**config.mk**
```make
export PLATFORM = sky130hd
export DESIGN_NAME = yuy2_to_bgra_converter
export DESIGN_NICKNAME = d
export VERILOG_FILES = /design/src/hw/rtl/yuy2b_pkg.sv /design/src/hw/rtl/yuy2b_pixel_conv.sv /design/src/hw/rtl/yuy2_to_bgra_converter.sv
export SDC_FILE = /design/constraint.sdc
export NUM_CORES = 1
export LEC_CHECK = 0
export BUFFER_PORTS_ARGS = -buffer_cell sky130_fd_sc_hd__buf_2
export CORE_ASPECT_RATIO = 1.2
export CORE_MARGIN = 3
export CORE_UTILIZATION = 35
export CTS_CLUSTER_SIZE = 10
export DETAILED_ROUTE_END_ITERATION = 7
export SLEW_MARGIN = 20
export SYNTH_ARGS = -nofsm -noshare
export SYNTH_HDL_FRONTEND = slang
export SYNTH_SLANG_ARGS = --single-unit
```
**constraint.sdc**
```tcl
create_clock -name clk -period 17.45 [get_ports clk]
set_input_delay 1.745 -clock clk [delete_from_list [all_inputs] [get_ports clk]]
set_output_delay 1.745 -clock clk [all_outputs]
set_load 0.01 [all_outputs]
```
**src/hw/rtl/yuy2b_pkg.sv**
```systemverilog
// Shared types, constants and helpers for the YUY2 to BGRA converter.
// BT.601 coefficients, register indexes and the pixel and flag structs.
// No dependencies.
package yuy2b_pkg;

	localparam int CFG_W     = 13;
	localparam int CFG_IDX_W = 1;
	localparam int SUM_W     = 19;

	typedef enum logic [CFG_IDX_W-1:0] {
		REG_FRAME_WIDTH  = 1'b0,
		REG_FRAME_HEIGHT = 1'b1
	} cfg_reg_t;

	localparam logic [CFG_W-1:0] FRAME_WIDTH_RST  = 13'd640;
	localparam logic [CFG_W-1:0] FRAME_HEIGHT_RST = 13'd480;

	localparam logic [7:0] LUMA_OFFSET   = 8'd16;
	localparam logic [8:0] CHROMA_OFFSET = 9'd128;

	localparam logic signed [SUM_W-1:0] K_Y     = 19'sd298;
	localparam logic signed [SUM_W-1:0] K_RV    = 19'sd409;
	localparam logic signed [SUM_W-1:0] K_GU    = 19'sd100;
	localparam logic signed [SUM_W-1:0] K_GV    = 19'sd208;
	localparam logic signed [SUM_W-1:0] K_BU    = 19'sd516;
	localparam logic signed [SUM_W-1:0] K_ROUND = 19'sd128;

	typedef struct packed {
		logic [7:0] blue;
		logic [7:0] green;
		logic [7:0] red;
	} bgr_t;

	typedef struct packed {
		logic second_valid;
		logic line_end;
		logic frame_end;
	} pos_flags_t;

	// floor shift by 8, then limit to 0..255
	function automatic logic [7:0] clamp_byte(input logic signed [SUM_W-1:0] s);
		logic [7:0] r;
		if (s < 0) begin
			r = 8'd0;
		end else if (s[SUM_W-1:16] != '0) begin
			r = 8'hFF;
		end else begin
			r = s[15:8];
		end
		return r;
	endfunction

endpackage

```
**src/hw/rtl/yuy2b_pixel_conv.sv**
```systemverilog
// One-pixel YCbCr to BGR conversion, BT.601 with 8-bit fraction.
// Combinational; uses yuy2b_pkg for coefficients, bgr_t and clamp_byte.
module yuy2b_pixel_conv (
	input  logic [7:0]          luma,
	input  logic [7:0]          chroma_blue,
	input  logic [7:0]          chroma_red,
	output yuy2b_pkg::bgr_t     pixel
);

	logic [7:0]                            c;
	logic signed [8:0]                     d;
	logic signed [8:0]                     e;
	logic signed [yuy2b_pkg::SUM_W-1:0]    yc;
	logic signed [yuy2b_pkg::SUM_W-1:0]    sum_r;
	logic signed [yuy2b_pkg::SUM_W-1:0]    sum_g;
	logic signed [yuy2b_pkg::SUM_W-1:0]    sum_b;

	always_comb begin
		// clamp luma below black level to zero
		c = (luma < yuy2b_pkg::LUMA_OFFSET) ? 8'd0 : luma - yuy2b_pkg::LUMA_OFFSET;
		d = $signed({1'b0, chroma_blue} - yuy2b_pkg::CHROMA_OFFSET);
		e = $signed({1'b0, chroma_red} - yuy2b_pkg::CHROMA_OFFSET);
		yc = yuy2b_pkg::SUM_W'($signed({1'b0, c})) * yuy2b_pkg::K_Y;
		sum_r = yc + yuy2b_pkg::SUM_W'(e) * yuy2b_pkg::K_RV + yuy2b_pkg::K_ROUND;
		sum_g = yc - yuy2b_pkg::SUM_W'(d) * yuy2b_pkg::K_GU
			- yuy2b_pkg::SUM_W'(e) * yuy2b_pkg::K_GV + yuy2b_pkg::K_ROUND;
		sum_b = yc + yuy2b_pkg::SUM_W'(d) * yuy2b_pkg::K_BU + yuy2b_pkg::K_ROUND;
		pixel.red   = yuy2b_pkg::clamp_byte(sum_r);
		pixel.green = yuy2b_pkg::clamp_byte(sum_g);
		pixel.blue  = yuy2b_pkg::clamp_byte(sum_b);
	end

endmodule

```
**src/hw/rtl/yuy2_to_bgra_converter.sv**
```systemverilog
// Top level: YUY2 macropixel stream in, BGR pixel pair stream out, with line/frame marks.
// Depends on yuy2b_pkg and yuy2b_pixel_conv.
//
//  channel   dir  handshake               payload
//  s_axis    in   s_tvalid / s_tready     tdata: Y0, Cb, Y1, Cr
//  m_axis    out  m_tvalid / m_tready     tdata: B0 G0 R0 B1 G1 R1, tlast, tuser
//  cfg       in   cfg_valid / cfg_ready   cfg_index, cfg_data (always ready)
//
// Two register stages: an input stage that holds the macropixel and its position
// flags, and an output stage that holds the converted pair. One beat per clock while
// m_tready is high; an accepted beat is held in the input stage, then the output stage.
// Both stages advance when the stage after them is empty or drained that cycle.
// Reset clears the counters, the stage valids and loads 640 x 480.
module yuy2_to_bgra_converter #(
	parameter int MAX_DIMENSION = 4096
) (
	input  logic                             clk,
	input  logic                             arst_n,
	input  logic                             s_tvalid,
	output logic                             s_tready,
	input  logic [31:0]                      s_tdata,  // luma_first, chroma_blue, luma_second, chroma_red
	output logic                             m_tvalid,
	input  logic                             m_tready,
	output logic [47:0]                      m_tdata,  // blue_first, green_first, red_first,
	                                                   // blue_second, green_second, red_second
	output logic                             m_tlast,  // line_end
	output logic [1:0]                       m_tuser,  // second_valid, frame_end
	input  logic                             cfg_valid,
	output logic                             cfg_ready,
	input  logic [yuy2b_pkg::CFG_IDX_W-1:0]  cfg_index,
	input  logic [yuy2b_pkg::CFG_W-1:0]      cfg_data
);

	localparam int PW = $clog2(MAX_DIMENSION);
	localparam int DW = $clog2(MAX_DIMENSION + 1);
	localparam int CW = (DW > yuy2b_pkg::CFG_W) ? DW : yuy2b_pkg::CFG_W;

	logic [yuy2b_pkg::CFG_W-1:0] frame_width_q;
	logic [yuy2b_pkg::CFG_W-1:0] frame_height_q;
	logic [PW-1:0]               column_q;
	logic [PW-1:0]               row_q;

	logic [DW-1:0]               width_eff;
	logic [DW-1:0]               height_eff;
	logic [DW:0]                 col_p1;
	logic [DW:0]                 col_p2;
	logic [DW:0]                 row_p1;
	yuy2b_pkg::pos_flags_t       flags_in;

	logic                        valid_s1;
	logic [31:0]                 data_s1;
	yuy2b_pkg::pos_flags_t       flags_s1;
	logic                        adv_s1;
	logic                        ready_s1;

	yuy2b_pkg::bgr_t             pix_first;
	yuy2b_pkg::bgr_t             pix_second;
	logic                        valid_s2;
	logic                        ready_s2;
	logic [47:0]                 data_s2;
	yuy2b_pkg::pos_flags_t       flags_s2;

	assign cfg_ready = 1'b1;

	always_ff @(posedge clk or negedge arst_n) begin
		if (!arst_n) begin
			frame_width_q  <= yuy2b_pkg::FRAME_WIDTH_RST;
			frame_height_q <= yuy2b_pkg::FRAME_HEIGHT_RST;
		end else if (cfg_valid && cfg_ready) begin
			case (yuy2b_pkg::cfg_reg_t'(cfg_index))
				yuy2b_pkg::REG_FRAME_WIDTH:  frame_width_q  <= cfg_data;
				yuy2b_pkg::REG_FRAME_HEIGHT: frame_height_q <= cfg_data;
				default: ;
			endcase
		end
	end

	// zero reads as one, anything above the limit saturates
	function automatic logic [DW-1:0] eff_dim(input logic [yuy2b_pkg::CFG_W-1:0] v);
		logic [DW-1:0] r;
		if (v == '0) begin
			r = DW'(1);
		end else if (CW'(v) > CW'(MAX_DIMENSION)) begin
			r = DW'(MAX_DIMENSION);
		end else begin
			r = DW'(v);
		end
		return r;
	endfunction

	always_comb begin
		width_eff  = eff_dim(frame_width_q);
		height_eff = eff_dim(frame_height_q);
		col_p1     = (DW + 1)'(column_q) + (DW + 1)'(1);
		col_p2     = (DW + 1)'(column_q) + (DW + 1)'(2);
		row_p1     = (DW + 1)'(row_q) + (DW + 1)'(1);
		flags_in.second_valid = col_p1 < (DW + 1)'(width_eff);
		flags_in.line_end     = col_p2 >= (DW + 1)'(width_eff);
		flags_in.frame_end    = flags_in.line_end && (row_p1 >= (DW + 1)'(height_eff));
	end

	assign ready_s2 = !valid_s2 || m_tready;
	assign ready_s1 = !valid_s1 || ready_s2;
	assign adv_s1   = valid_s1 && ready_s2;
	assign s_tready = ready_s1;

	// position counters advance on every accepted beat
	always_ff @(posedge clk or negedge arst_n) begin
		if (!arst_n) begin
			column_q <= '0;
			row_q    <= '0;
		end else if (s_tvalid && s_tready) begin
			if (flags_in.line_end) begin
				column_q <= '0;
				row_q    <= flags_in.frame_end ? '0 : row_p1[PW-1:0];
			end else begin
				column_q <= col_p2[PW-1:0];
			end
		end
	end

	always_ff @(posedge clk or negedge arst_n) begin
		if (!arst_n) begin
			valid_s1 <= 1'b0;
		end else if (ready_s1) begin
			valid_s1 <= s_tvalid;
		end
	end

	always_ff @(posedge clk) begin
		if (s_tvalid && s_tready) begin
			data_s1  <= s_tdata;
			flags_s1 <= flags_in;
		end
	end

	yuy2b_pixel_conv u_conv_first (
		.luma        (data_s1[7:0]),
		.chroma_blue (data_s1[15:8]),
		.chroma_red  (data_s1[31:24]),
		.pixel       (pix_first)
	);

	yuy2b_pixel_conv u_conv_second (
		.luma        (data_s1[23:16]),
		.chroma_blue (data_s1[15:8]),
		.chroma_red  (data_s1[31:24]),
		.pixel       (pix_second)
	);

	always_ff @(posedge clk or negedge arst_n) begin
		if (!arst_n) begin
			valid_s2 <= 1'b0;
		end else if (ready_s2) begin
			valid_s2 <= valid_s1;
		end
	end

	always_ff @(posedge clk) begin
		if (adv_s1) begin
			data_s2[7:0]   <= pix_first.blue;
			data_s2[15:8]  <= pix_first.green;
			data_s2[23:16] <= pix_first.red;
			// drop the pixel that falls past an odd line width
			if (flags_s1.second_valid) begin
				data_s2[31:24] <= pix_second.blue;
				data_s2[39:32] <= pix_second.green;
				data_s2[47:40] <= pix_second.red;
			end else begin
				data_s2[47:24] <= '0;
			end
			flags_s2 <= flags_s1;
		end
	end

	assign m_tvalid   = valid_s2;
	assign m_tdata    = data_s2;
	assign m_tlast    = flags_s2.line_end;
	assign m_tuser[0] = flags_s2.second_valid;
	assign m_tuser[1] = flags_s2.frame_end;

endmodule
```
# Word-level counts from Yosys, hierarchy flattened
# Cells that the tools add are included.
[classes]
mul = 6
magnitude_cmp = 13
n_addsub = 21
mux = 14
n_reduce_logical = 21
bitwise_logic = 2
[ops]
columns = ["op", "n"]
rows = [
  ["19-bit by 9-bit adder with 19-bit output, second input constant", 6],
  ["19-bit by 1-bit less-than comparator with 1-bit output, second input constant", 6],
  ["19-bit adder", 4],
  ["19-bit subtractor", 4],
  ["8-bit two-way mux", 8],
  ["13-bit two-way mux", 4],
  ["8-bit by 8-bit multiplier with 16-bit output, second input constant", 2],
  ["12-bit by 1-bit adder with 13-bit output, second input constant", 2],
  ["13-bit >= comparator", 2],
  ["13-bit > comparator, second input constant", 2],
  ["13-bit zero test", 2],
  ["12-bit two-way mux", 2],
  ["9-bit by 10-bit multiplier with 19-bit output, second input constant", 1],
  ["3-bit nonzero test", 6],
  ["8-bit by 8-bit subtractor with 9-bit output, second input constant", 2],
  ["9-bit by 9-bit multiplier with 17-bit output, second input constant", 1],
  ["8-bit by 5-bit less-than comparator with 1-bit output, second input constant", 2],
  ["8-bit by 5-bit subtractor with 8-bit output, second input constant", 2],
  ["9-bit by 6-bit multiplier with 15-bit output, second input constant", 1],
  ["9-bit by 5-bit multiplier with 14-bit output, second input constant", 1],
  ["12-bit by 2-bit adder with 13-bit output, second input constant", 1],
  ["13-bit less-than comparator", 1],
  ["2-bit AND reduction", 3],
  ["2-bit OR reduction", 3],
  ["other kinds (4)", 9],
]
[word_totals]
ff_bits = 138
elab_cells = 96
input_bits = 51
out_inout_bits = 54

# Depth between registers and ports, before layout
# Gate-level depths: netlist (run 1).
[depth]
depth_word = 8
ltp_mapped = 31
mapped_depth_nobuf = 31

# By module
# Synthesis (run 1) repeated with hierarchy kept, for this count alone.
[unflattened]
hier_cells = 2055
hier_area_um2 = 19630.1
[modules_own_cells]
columns = ["module", "area_per_inst_um2", "cells_each", "seq_area_each_um2", "instances"]
rows = [
  ["yuy2b_pixel_conv at u_conv_first", 6852.8, 816, 0.0, 1],
  ["yuy2b_pixel_conv at u_conv_second", 6625.1, 771, 0.0, 1],
  ["yuy2_to_bgra_converter", 6152.2, 468, 3866.2, 1],
]

# Worst setup path before layout (run 1)
# OpenSTA, ideal clock, no wires.
[synth_timing]
path_type = "reg-to-reg"
start = "register data_s1[4]"
end = "register data_s2[10], in the netlist m_tdata[10] (data pin)"
synth_period_minus_slack_ps = 6609
required_time_ps = 17171
setup_time_ps = 279
path_stages_with_launch = 29
t_arrival_ps = 6331
n_path_buf = 2
path_slack_ps = 10841
cell_sequence = "edfxtp_1 -> clkbuf_1 -> inv_1 -> ha_1 -> nor3b_1 -> buf_2 -> nor2_1 -> ha_1 -> ha_1 -> inv_1 -> fa_1 -> fa_1 -> inv_1 -> ha_1 -> a21boi_0 -> o21ai_0 -> nand2b_1 -> xnor2_1 -> fa_1 -> inv_1 -> ha_1 -> ha_1 -> and2_1 -> o211ai_1 -> o211ai_1 -> a31o_2 -> a21oi_2 -> xnor2_1 -> a21oi_1"
[synth_between]
elab_chain_len = 8
elab_cells_between_ends = 10
classes_between = "4 x add/sub; 1 x mul; 2 x order compare; 2 x mux; 1 x reduce/logical"
[synth_lines]
columns = ["item", "line_no", "source"]
rows = [
  ["from (decl)", "yuy2_to_bgra_converter.sv:51", "logic [31:0] data_s1;"],
  ["from (signal assigned)", "yuy2_to_bgra_converter.sv:132", "data_s1 <= s_tdata;"],
  ["8-bit by 5-bit subtractor with 8-bit output / 8-bit by 5-bit less-than comparator with 1-bit output (equally long branches)", "yuy2b_pixel_conv.sv:20", "c = (luma < yuy2b_pkg::LUMA_OFFSET) ? 8'd0 : luma - yuy2b_pkg::LUMA_OFFSET;"],
  ["8-bit two-way mux (*)", "yuy2b_pixel_conv.sv:20", ""],
  ["8-bit by 8-bit multiplier with 16-bit output (*)", "yuy2b_pixel_conv.sv:23", "yc = yuy2b_pkg::SUM_W'($signed({1'b0, c})) * yuy2b_pkg::K_Y;"],
  ["19-bit subtractor (*)", "yuy2b_pixel_conv.sv:25", "sum_g = yc - yuy2b_pkg::SUM_W'(d) * yuy2b_pkg::K_GU"],
  ["19-bit subtractor (*)", "yuy2b_pixel_conv.sv:26", "- yuy2b_pkg::SUM_W'(e) * yuy2b_pkg::K_GV + yuy2b_pkg::K_ROUND;"],
  ["19-bit by 9-bit adder with 19-bit output (*)", "yuy2b_pixel_conv.sv:26", ""],
  ["branches (longest 2 deep; another with 19-bit by 1-bit less-than comparator with 1-bit output)", "--", ""],
  ["to (signal assigned)", "yuy2_to_bgra_converter.sv:162", "data_s2[15:8] <= pix_first.green;"],
  ["to (decl)", "yuy2_to_bgra_converter.sv:60", "logic [47:0] data_s2;"],
]
# Every way passes the cells marked *.
# A chain may end at the register's enable or synchronous reset.

# Final worst setup path (run 1)
[layout_timing]
start = "register data_s1[20]"
end = "register data_s2[38], in the netlist m_tdata[38] (data pin)"
[layout_between]
elab_chain_len = 8
elab_cells_between_ends = 11
classes_between = "4 x add/sub; 1 x mul; 2 x order compare; 2 x mux; 2 x reduce/logical"
[layout_lines]
columns = ["item", "line_no", "source"]
rows = [
  ["8-bit by 5-bit subtractor with 8-bit output / 8-bit by 5-bit less-than comparator with 1-bit output (equally long branches)", "yuy2b_pixel_conv.sv:20", ""],
  ["8-bit two-way mux (*)", "yuy2b_pixel_conv.sv:20", ""],
  ["8-bit by 8-bit multiplier with 16-bit output (*)", "yuy2b_pixel_conv.sv:23", ""],
  ["19-bit subtractor (*)", "yuy2b_pixel_conv.sv:25", ""],
  ["19-bit subtractor (*)", "yuy2b_pixel_conv.sv:26", ""],
  ["19-bit by 9-bit adder with 19-bit output (*)", "yuy2b_pixel_conv.sv:26", ""],
  ["19-bit by 1-bit less-than comparator with 1-bit output / 3-bit nonzero test (equally long branches)", "yuy2b_pkg.sv:43, yuy2b_pkg.sv:45", ""],
  ["2-bit OR reduction (no source line) / 8-bit two-way mux (equally long branches)", "--", ""],
  ["to (signal assigned)", "yuy2_to_bgra_converter.sv:167", "data_s2[39:32] <= pix_second.green;"],
]
# Every way passes the cells marked *; elsewhere a longest branch is shown, timed or not.

==> flow_summary.json, run 1 <==
{
  "status": "completed",
  "syn_area_per_cell_um2": 9.769,
  "crit_top_cell": "ha_1",
  "fin_nets": 2362,
  "yosysSeqAreaShare_pct": 22.63,
  "clk_pin_slew_worst_paths_ns": 0.07,
  "dp_hpwl_um": 35620,
  "die-height_um": 248.0,
  "netlist_area_um2": 17090,
  "max_cap_violations": 0,
  "synth_top_area_cell": "ha_1",
  "drive_above_1_share_pct": 11.85,
  "vias": 12778,
  "initial_core_util_pct": 35.51,
  "drc_errors": 0,
  "synth_nets": 2267,
  "coreArea_um2": 48120,
  "grt_use_total_pct": 16.66,
  "fmaxAchievable_mhz": 134.6,
  "critPathSlowestCell": "fa_1",
  "cp-start-kind": "flop",
  "cts_max_path_buffers": 2,
  "worst_slew_pin_slew_ns": 1.084,
  "startpoint": "data_s1[20]",
  "dr.pass1.iters": 5,
  "crit_fanout": 10,
  "arrival_ns": 7.62,
  "portBuffers": 103,
  "final_common_cell": "ha_1",
  "antenna_cells": 0,
  "hold_viol_final": 0,
  "netlist_instances": 1749,
  "yosys_most_used_dff": "edfxtp_1",
  "reg2reg_from": "data_s1[20]",
  "rsz0062_at_grt": "no",
  "end_kind": "flop",
  "slew-limit-headroom_pct": 27.57,
  "clock_latency_ns": 0.46,
  "routedWlPerCell_um": 16.97,
  "postCtsSetupRepairBufs": 0,
  "overflow": 0,
  "layout_common_cells": "ha_1 (400), inv_1 (229), buf_2 (103), a21oi_1 (95), edfxtp_1 (86)",
  "synth_edf_count": 86,
  "worstPathRequired_ns": 17.64,
  "yosys.cell_types.count": 91,
  "routed_via_density": 5.138,
  "gp_congestion": 0.8802,
  "ys_ff_latch": 137,
  "cts_root_buffer": "clkbuf_16",
  "grt_pass1_vias": 12993,
  "drt.antenna.violating_nets": 0,
  "worstSetupPathType": "flop to flop",
  "drtIter0Drc": 508,
  "cts.sinks": 137,
  "area_growth_pct": 10.66,
  "synth_area_leaders": "ha_1 (29%), edfxtp_1 (15%), fa_1 (7.9%)",
  "fin_crit_sh_pct": 42.56,
  "antenna_found_initial": 2,
  "numCtsBuffers": 17,
  "ys_async_sr_fraction_pct": 37.23,
  "slew_violations": 0,
  "die-area_um2": 51520,
  "max_stage_delay_ns": 0.53,
  "finalCriticalPeriod_ns": 7.427,
  "skew_ns": 0.01374,
  "setup_viol": 0,
  "cts_hold_buffers": 0,
  "min_from": "flags_s1[0]",
  "row_count": 88,
  "cts.htree.levels": 4,
  "grt_pass1_wl_um": 67770,
  "hold_class": "flop to flop",
  "die_x_um": 207.7,
  "routed_wl_um": 42200,
  "synth_top_area_share_pct": 29.29,
  "fin_setup_tns_ns": 0,
  "cts_resized": 0,
  "pin_count": 105,
  "cts_tree": "built",
  "yosysWarnings": 0,
  "grt_max_degree": 60
}
worst max-delay path, delay by kind of cell, from the launching register on:
family          cells  cell delay [ns]
fa+ha+maj           8             2.69
compound gates     11             2.12
simple gates        5             1.07
flops               1             0.44
buf+inv             5             0.36
xor+xnor            1             0.30
mux                 1             0.18
cells in the mapped netlist, types with 17 or more instances:
| cell | n |
|---|---|
| a21o_1 | 52 |
| a21oi_1 | 95 |
| a31oi_1 | 17 |
| and3_1 | 19 |
| clkbuf_1 | 26 |
| dfrtp_1 | 45 |
| edfxtp_1 | 86 |
| fa_1 | 67 |
| ha_1 | 400 |
| inv_1 | 230 |
| mux2_2 | 27 |
| nand2_1 | 76 |
| nand3_1 | 30 |
| nand4_1 | 17 |
| nor2_1 | 73 |
| nor2b_1 | 24 |
| nor3_1 | 33 |
| o21a_1 | 43 |
| o21ai_0 | 52 |
| o21bai_1 | 18 |
| xnor2_1 | 81 |
| xor2_1 | 46 |
layer usage:
layer  GRT usage [%]  routed length, um
met2           31.47              22060
met3           2.582               1078
met1           18.65              17520
met5               0                 21
met4           7.082               1525
cell families after synthesis:
group | count (synthesis) | share of synthesized area [%]
flops | 137 | 22.63
simple gates | 346 | 10.37
other cells | 2 | 0.04395
fa+ha+maj | 468 | 37.20
buf+inv | 262 | 5.844
mux | 31 | 2.014
compound gates | 374 | 15.20
xor+xnor | 129 | 6.700
area by class of cell:
class                           count  area (um^2)
Clock buffer                       19        464.2
Clock inverter                     13        150.1
Fill cell                        4728        29210
Inverter                          230        863.3
Multi-Input combinational cell   1350        12220
Sequential cell                   137         3866
Tap cell                          630        788.3
Timing Repair Buffer              108        553.0
worst paths after layout:
check                      slack, ns  cells past startpoint     endpoint
min                             0.43                      0   m_tuser[1]
max in group asynchronous      15.62                      2     row_q[8]
max reg2reg                    10.02                     31  m_tdata[38]
max                            10.02                     31  m_tdata[38]
min in group asynchronous       1.40                      2  column_q[4]
min reg2reg                     0.43                      0   m_tuser[1]
metrics by stage:
stage	instance area (um^2)	worst slack, ns	cells	utilization (%)	hold slack [ns]
floorplan	17090	10.84	1749	-	0.4003
global placement	18290	10.29	2455	38.02	0.4077
detailed placement	18290	10.07	2455	38.02	0.4072
CTS	18910	10.03	2487	39.30	0.4296
global route	18910	9.490	2487	39.30	0.4406
finish	18910	10.02	2487	39.30	0.4273
state kept, by name, summed over array words and instances (netlist names):
signal and cells:
column_q 11, data_s1 32, flags_s1 3, frame_height_q 13, frame_width_q 13, m_tdata 48
m_tlast 1, m_tuser 2, m_tvalid 1, row_q 12, valid_s1 1
Power of run 1 is not shown: default switching activity piles up to over one toggle a cycle in this logic, so the estimate is an artifact.
==> run 2, diff against run 1 <==
- ABC_AREA: default -> 1
- clock period: 17.45 -> 7.18 ns (I/O delays scaled with it)
==> run 2 against run 1 <==
  * Sequential share of layout area is 1.2 points lower
  * Die area is 5.5% higher
  * Highest routed layer unchanged
  * Global-route usage is 1.5 points higher
  * Wire length is 14% higher
  * Clock skew is 0.0023 ns lower
  * Via count is 18% higher
  * Hold slack worse by 0.082 ns
  * Final area is 6.4% higher
  * Critical endpoint unchanged
  * Final cell count is 22% higher
  * Synthesized area is 5.7% higher
  * Synthesized cell count is 28% higher
  * Critical path depth stayed put
  * Critical path type unchanged
==> flow_summary.json, run 2 <==
{
  "fin_crit_sh_pct": 94.21,
  "grt_pass1_vias": 15015,
  "synth_area_leaders": "ha_1 (28%), edfxtp_1 (14%), nand2_1 (8.8%)",
  "clock_latency_ns": 0.48,
  "gp_congestion": 0.9411,
  "area_growth_pct": 11.36,
  "finalCriticalPeriod_ns": 6.764,
  "cts_tree": "built",
  "cts_max_path_buffers": 2,
  "netlist_area_um2": 18060,
  "hold_viol_final": 0,
  "yosysSeqAreaShare_pct": 21.41,
  "coreArea_um2": 50670,
  "num-fill-cells": 5216,
  "cts.sinks": 137,
  "setup_viol": 0,
  "drc_errors": 0,
  "cts_hold_buffers": 0,
  "yosys.cell_types.count": 54,
  "ys_ff_latch": 137,
  "routedWlPerCell_um": 15.95,
  "netlist_instances": 2245,
  "drt.antenna.violating_nets": 0,
  "slew-limit-headroom_pct": 36.30,
  "path_buf_inv": 6,
  "syn_area_per_cell_um2": 8.044,
  "routed_via_density": 4.964,
  "worstSetupPathType": "flop to flop",
  "place_ws_ns": 0.2468,
  "portBuffers": 103,
  "synth_edf_count": 86,
  "vias": 15017,
  "grt_use_met2_pct": 32.20,
  "worst_slack_ns": 0.4158,
  "max_cap_violations": 0,
  "drive_above_1_share_pct": 9.202,
  "dp_hpwl_um": 41200,
  "hold_class": "input port to asynchronous set/reset pin",
  "largest_reg_flops": 48,
  "numCtsBuffers": 17,
  "critPathSlowestCell": "fa_1",
  "synth_most_common_cell": "nand2_1",
  "fin_nets": 2885,
  "yosys_most_used_dff": "edfxtp_1",
  "ys_async_sr_fraction_pct": 37.23,
  "initial_core_util_pct": 35.64,
  "synth_commonest_cells": "nand2_1 (424), inv_1 (414), ha_1 (400)",
  "slew_violations": 0,
  "grtUsageMet1_pct": 20.88,
  "cts_root_buffer": "clkbuf_16",
  "synth_top_area_share_pct": 27.71,
  "max_stage_delay_ns": 0.54,
  "cts.htree.levels": 4,
  "top_usage_layer": "met2",
  "antenna_found_initial": 9,
  "layout_common_cells": "nand2_1 (424), inv_1 (412), ha_1 (399), a21oi_1 (164), nor2_1 (131)",
  "die_x_um": 213.4,
  "drtIter0Drc": 603,
  "status": "completed",
  "synth_nets": 2763,
  "grt_max_degree": 52,
  "critPathTopFamily": "adder cells",
  "overflow": 0,
  "final_common_cell": "nand2_1",
  "fmaxAchievable_mhz": 147.8,
  "final_util_pct": 39.69,
  "fin_setup_tns_ns": 0,
  "dr.pass1.iters": 5,
  "worstPathRequired_ns": 7.41,
  "yosysWarnings": 0,
  "die-area_um2": 54370,
  "crit_fanout": 8,
  "crit_top_cell": "inv_1",
  "end_kind": "flop",
  "skew_ns": 0.01146,
  "cp-start-kind": "flop",
  "routed_wl_um": 48240,
  "grt_use_total_pct": 18.20,
  "grtUsageMet3_pct": 3.702,
  "grt_pass1_wl_um": 77180,
  "arrival_ns": 7.00,
  "synth_top_area_cell": "ha_1",
  "die-height_um": 254.8,
  "pin_count": 105,
  "row_count": 90,
  "clk_pin_slew_worst_paths_ns": 0.07,
  "hold-worst-slack_ns": 0.3449,
  "worst_slew_pin_slew_ns": 0.9520
}
==> run 2: repair_timing <==
item,4_1_cts,5_1_grt
resized for setup,0,25
setup buffers,0,1
endpoints found under the setup margin,0,41
==> run 2: metrics by stage <==
stage	instances	area, um^2
2_1_floorplan	2245	18060
3_5_place_dp	2991	19430
3_3_place_gp	2991	19430
4_1_cts	3023	19990
6_report	3025	20110
5_1_grt	3024	20110
==> run 2: layout make-up <==
type / instances / area, um^2 / area share [%]
antenna: 1 / 2.502 / 0.01244
timing repair buffer: 123 / 665.6 / 3.310
sequential: 137 / 3866 / 19.22
clock inverter: 15 / 133.9 / 0.6657
inverter: 422 / 1587 / 7.889
multi-input combinational: 1666 / 12620 / 62.78
tap: 644 / 805.8 / 4.007
clock buffer: 17 / 425.4 / 2.115
==> run 2: path summary, 6_finish.rpt <==
path,start,end,slack (ns),cells past startpoint
max in group asynchronous,arst_n,row_q[2],6.37,2
min reg2reg,flags_s1[0],m_tuser[1],0.42,0
max reg2reg,data_s1[20],m_tdata[38],0.42,31
min,arst_n,m_tvalid,0.34,2
max,data_s1[20],m_tdata[38],0.42,31
min in group clk,s_tdata[23],data_s1[23],0.41,1
==> run 2: metal layers <==
| metal | wire, um | vias up |
|---|---|---|
| li1 | - | 7681 |
| met1 | 20170 | 6892 |
| met2 | 23640 | 321 |
| met3 | 1982 | 107 |
| met4 | 2360 | 16 |
| met5 | 93 | - |
==> run 2: cells by family after synthesis <==
group	share of synthesized area, %
fa+ha+maj	35.14
buf+inv	9.319
simple gates	17.83
xor+xnor	5.813
compound gates	10.44
flops	21.41
other cells	0.04159
==> run 2: worst reg2reg max path, delay by kind of cell (launching register included) <==
family	cells	cell delay, ns
xor+xnor	2	0.34
flops	1	0.43
fa+ha+maj	9	3.25
compound gates	8	1.10
buf+inv	6	0.45
simple gates	6	0.94
Power of run 2 is left out for the same reason.
